[config.mk]
export PLATFORM = sky130hd
export DESIGN_NAME = fac_plane_regs
export DESIGN_NICKNAME = d
export VERILOG_FILES = /design/src/rtl/fac_pkg.sv /design/src/rtl/fac_plane_regs.sv
export SDC_FILE = /design/constraint.sdc
export NUM_CORES = 1
export LEC_CHECK = 0
export ABC_AREA = 1
export BUFFER_PORTS_ARGS = -buffer_cell sky130_fd_sc_hd__buf_2
export CELL_PAD_IN_SITES_DETAIL_PLACEMENT = 1
export CELL_PAD_IN_SITES_GLOBAL_PLACEMENT = 2
export CORE_UTILIZATION = 32
export CTS_CLUSTER_DIAMETER = 120
export CTS_CLUSTER_SIZE = 8
export DETAILED_ROUTE_END_ITERATION = 10
export HOLD_SLACK_MARGIN = 0.06
export PLACE_DENSITY_LB_ADDON = 0.05
export SLEW_MARGIN = 20
export SYNTH_ARGS = -nofsm -noshare
export SYNTH_HDL_FRONTEND = slang
export SYNTH_SLANG_ARGS = --single-unit
[constraint.sdc]
create_clock -name clk -period 1.2 [get_ports clk]
set_input_delay 0.24 -clock clk [delete_from_list [all_inputs] [get_ports clk]]
set_output_delay 0.24 -clock clk [all_outputs]
set_load 0.03 [all_outputs]
[src/rtl/fac_pkg.sv]
`timescale 1ns / 1ps

package fac_pkg;

	localparam int TAG_W     = 16;
	localparam int COORD_W   = 16;
	localparam int HALF_W    = 15;
	localparam int COEF_W    = 16;
	localparam int FRAC_BITS = 14;

	// Plane registers present in the register file
	localparam int REG_COUNT = 6;
	localparam int CFG_IDX_W = 3;
	localparam int CFG_W     = 4 * COEF_W;

	// n * c and |n| * h products and the per-plane sums
	localparam int PROD_W = COEF_W + COORD_W;
	localparam int RAD_W  = COEF_W + HALF_W;
	localparam int DIST_W = PROD_W + 2;
	localparam int RSUM_W = RAD_W + 2;
	localparam int SUM_W  = DIST_W + 2;

	localparam int IN_FIELDS_W = TAG_W + 3 * COORD_W + 3 * HALF_W;
	localparam int IN_TDATA_W  = ((IN_FIELDS_W + 7) / 8) * 8;
	localparam int OUT_TDATA_W = ((TAG_W + 1 + 7) / 8) * 8;

	typedef struct packed {
		logic signed [COEF_W-1:0] offset;
		logic signed [COEF_W-1:0] nz;
		logic signed [COEF_W-1:0] ny;
		logic signed [COEF_W-1:0] nx;
	} plane_t;

	typedef struct packed {
		logic        [HALF_W-1:0]  hz;
		logic        [HALF_W-1:0]  hy;
		logic        [HALF_W-1:0]  hx;
		logic signed [COORD_W-1:0] cz;
		logic signed [COORD_W-1:0] cy;
		logic signed [COORD_W-1:0] cx;
	} box_t;

	typedef struct packed {
		logic en_s1;
		logic en_s2;
		logic en_s3;
	} pipe_ctrl_t;

endpackage

[src/rtl/fac_plane_regs.sv]
`timescale 1ns / 1ps

module fac_plane_regs (
	input  logic                           clk,
	input  logic                           arst_n,
	input  logic                           cfg_valid,
	output logic                           cfg_ready,
	input  logic [fac_pkg::CFG_IDX_W-1:0]  cfg_index,
	input  logic [fac_pkg::CFG_W-1:0]      cfg_data,
	output fac_pkg::plane_t                planes [fac_pkg::REG_COUNT]
);

	fac_pkg::plane_t plane_q [fac_pkg::REG_COUNT];

	assign cfg_ready = 1'b1;

	// indexes past the last plane match no entry and are dropped
	always_ff @(posedge clk or negedge arst_n) begin
		if (!arst_n) begin
			for (int r = 0; r < fac_pkg::REG_COUNT; r++) begin
				plane_q[r] <= '0;
			end
		end else if (cfg_valid) begin
			for (int r = 0; r < fac_pkg::REG_COUNT; r++) begin
				if (cfg_index == fac_pkg::CFG_IDX_W'(r)) begin
					plane_q[r] <= fac_pkg::plane_t'(cfg_data);
				end
			end
		end
	end

	assign planes = plane_q;

endmodule

==> summary.txt <==
Biggest fanout along the worst timing path = 2
Crit path max-delay cell type = sky130_fd_sc_hd__dfrtp_1
Clock tree from TritonCTS = done
Synth-to-layout area growth = 64.9%
Hpwl dp = 41000 um
Effective utilization at floorplan = 0.325
Die area = 47200 um2
Clock Skew = 0 ns
Number of global-route vias before repair = 14900
Layout net count = 2475
Post-synthesis cell count = 1664
Cell breakdown of the critical path = buf_6
Final-report setup violation count = 384
Overall Global Routing Usage = 0.268
Average wire length per cell after detail routing = 21.4 um
Finished Cell Area = 24500 um2
Yosys warning count = 0
Post-synthesis net count = 1734
Critical path launch point type = flop
Critical path data arrival time = 1.16 ns
Setup repair after global routing missed its margin = true
Top cells by area in the synthesized netlist = sky130_fd_sc_hd__dfrtp_1 (65%), sky130_fd_sc_hd__nand2_1 (23%), sky130_fd_sc_hd__nand3_1 (8.6%), sky130_fd_sc_hd__buf_2 (2.0%), sky130_fd_sc_hd__clkbuf_1 (1.1%)
Total congestion overflow = 0
Number of enable-type register cells in the synthesized netlist = 0
Tcrit/Tclk final = 1.17
Maximum VDD drop = 1040 uV
Buf+Inv Stages, Crit Path = 1
Hold violation total from the final report = 0
Instance area at placement = 18500 um2
Mean post-synth cell area = 8.91 um2
Critical Path Sink Type = output pin
Shortest period the worst path allows = 1.40 ns
# port buffers = 453
Outcome = finished, violations left
Number of synthesized register bits = 384
CTS root buffer = sky130_fd_sc_hd__clkbuf_16
Path category of the worst min-delay check = primary input to flop
Total area of multi-input combinational cells = 4790 um2
Critical path start-end classification = flop to output pin
Via/cell ratio = 4.79
Buffer levels on the longest clock path = 3
Number of maximum-capacitance constraint violations = 0
Total count of max-transition violations in the final report = 0
Maximum number of pins on one net before global-route repair = 68
Share of synthesized area occupied by flip-flops and latches = 0.648
Leakage dissipation = 13.3 nW
Clock slew at the register clock pins of the worst setup and hold paths = 0.05 ns
Synth area leader = sky130_fd_sc_hd__dfrtp_1
Data required time at the worst endpoint = 0.96 ns
Clock latency reported for the late side of the worst-skew pair = 0.58 ns
Largest stage delay on the critical path = 0.42 ns
Violations in the final reports = setup timing
Clock buffer count from CTS = 53
Fmax = 0.712 GHz
Number of cells after detailed placement = 2681
Number of rows in the core area = 78
Top-area cell type share of the netlist area = 0.648
Total power per unit cell area = 1960 nW/um2
DRC errors left = 0
Ports = 455
Distinct cells, synth = 13
Via count = 14400
First drt pass iteration count = 5
Post-synth top cells = sky130_fd_sc_hd__nand2_1 (906), sky130_fd_sc_hd__dfrtp_1 (384), sky130_fd_sc_hd__nand3_1 (256)
Critical path's top delay family = flip-flops
Sequential cell area = 9610 um2
Wire length of the first global-routing pass = 95300 um
Initial antenna violation count = 2
Number of flip-flops in the largest register = 384
Count of antenna-violating nets left after detailed routing = 0
CTS sink count = 384
Setup WS post-layout = -0.204 ns
Most common cell in the synthesized netlist = sky130_fd_sc_hd__nand2_1
Final RePlAce weighted congestion = 0.802
Wire length after detailed routing = 64300 um
Die Width = 217 um
Number of violations reported at the end of detailed-routing iteration 0 = 889
Post-synth design cell area = 14800 um2
Post-layout instance count excluding filler cells = 3008
Fraction of final layout cells with drive strength greater than 1 = 0.332
Filler cells = 5072
Core ar. = 45600 um2
Leading register cell type out of synthesis = sky130_fd_sc_hd__dfrtp_1
Vertical die dimension = 217 um
Share of flip-flops with an asynchronous set or reset = 1.00
Number of H-tree levels = 2
-- cells by family (layout without fill, tap and decap cells) --
kind of cell | Yosys count | count (layout) | synth area share
simple gates | 1168 | 1168 | 0.318
buf+inv | 111 | 853 | 0.0337
other cells | 1 | 3 | 0.000253
flops | 384 | 384 | 0.648
-- power by group --
part	leakage [nW]	switching, mW	internal [mW]
Clock	0.682	5.43	7.95
Sequential	4.83	1.99	15.4
Combinational	7.75	9.52	7.50
Total	13.3	16.9	30.9
-- final timing paths --
path / slack (ns) / end / startpoint / cells after the start
worst max-delay path: -0.20 / planes[383] / planes[383]$_DFFE_PN0P_ / 1
worst min-delay path: 0.21 / planes[368]$_DFFE_PN0P_ / cfg_index[1] / 5
worst max register to register: 0.29 / planes[188]$_DFFE_PN0P_ / planes[188]$_DFFE_PN0P_ / 4
worst min register to register: 0.49 / planes[292]$_DFFE_PN0P_ / planes[292]$_DFFE_PN0P_ / 2
max in group asynchronous: 0.47 / planes[327]$_DFFE_PN0P_ / arst_n / 4
min in group asynchronous: 0.30 / planes[126]$_DFFE_PN0P_ / arst_n / 3
-- timing repair --
| action | in CTS | in global routing |
|---|---|---|
| endpoints found under the setup margin | 384 | 384 |
| hold endpoints to repair | 768 | 0 |
| hold buffers | 65 | 0 |
| resized for setup | 768 | 0 |
| buffers inserted | 94 | 110 |
-- metrics by stage --
| step | hold WS, ns | power (mW) | TNS, ns | setup slack, ns | util |
|---|---|---|---|---|---|
| global route | 0.225 | 49.8 | -73.73 | -0.237 | 0.537 |
| detailed placement | 0.290 | 29.1 | -16.19 | -0.102 | 0.405 |
| finish | 0.205 | 47.8 | -60.85 | -0.204 | 0.537 |
| floorplan | -0.0556 | 24.0 | 0 | 0.161 | - |
| CTS | 0.163 | 47.1 | -74.04 | -0.256 | 0.518 |
| global placement | 0.289 | 28.8 | -8.71 | -0.0842 | 0.405 |
-- layout by cell type (no fill, tap or decap) --
master	instances
sky130_fd_sc_hd__buf_12	41
sky130_fd_sc_hd__buf_2	68
sky130_fd_sc_hd__buf_4	232
sky130_fd_sc_hd__buf_6	384
sky130_fd_sc_hd__buf_8	1
sky130_fd_sc_hd__clkbuf_16	55
sky130_fd_sc_hd__conb_1	1
sky130_fd_sc_hd__dfrtp_1	384
sky130_fd_sc_hd__diode_2	2
sky130_fd_sc_hd__dlygate4sd3_1	65
sky130_fd_sc_hd__inv_1	2
sky130_fd_sc_hd__inv_2	4
sky130_fd_sc_hd__inv_6	1
sky130_fd_sc_hd__nand2_1	900
sky130_fd_sc_hd__nand2_2	2
sky130_fd_sc_hd__nand2_4	4
sky130_fd_sc_hd__nand3_1	256
sky130_fd_sc_hd__nor2_4	6
-- cell type report --
| class | instances | area share |
|---|---|---|
| Clock buffer | 55 | 0.0563 |
| Clock inverter | 1 | 0.000358 |
| Tap cell | 600 | 0.0307 |
| Timing Repair Buffer | 791 | 0.323 |
| Sequential cell | 384 | 0.393 |
| Antenna cell | 2 | 0.000205 |
| Inverter | 6 | 0.000921 |
| Multi-Input combinational cell | 1169 | 0.196 |
-- layer usage --
layer	vias up	GRT usage	wire length, um
li1	6670	-	-
met1	7247	0.343	27100
met2	377	0.440	31500
met3	105	0.0644	3680
met4	0	0.0962	2040
met5	-	0	0
No activity file was read; power rests on OpenSTA's default activity.
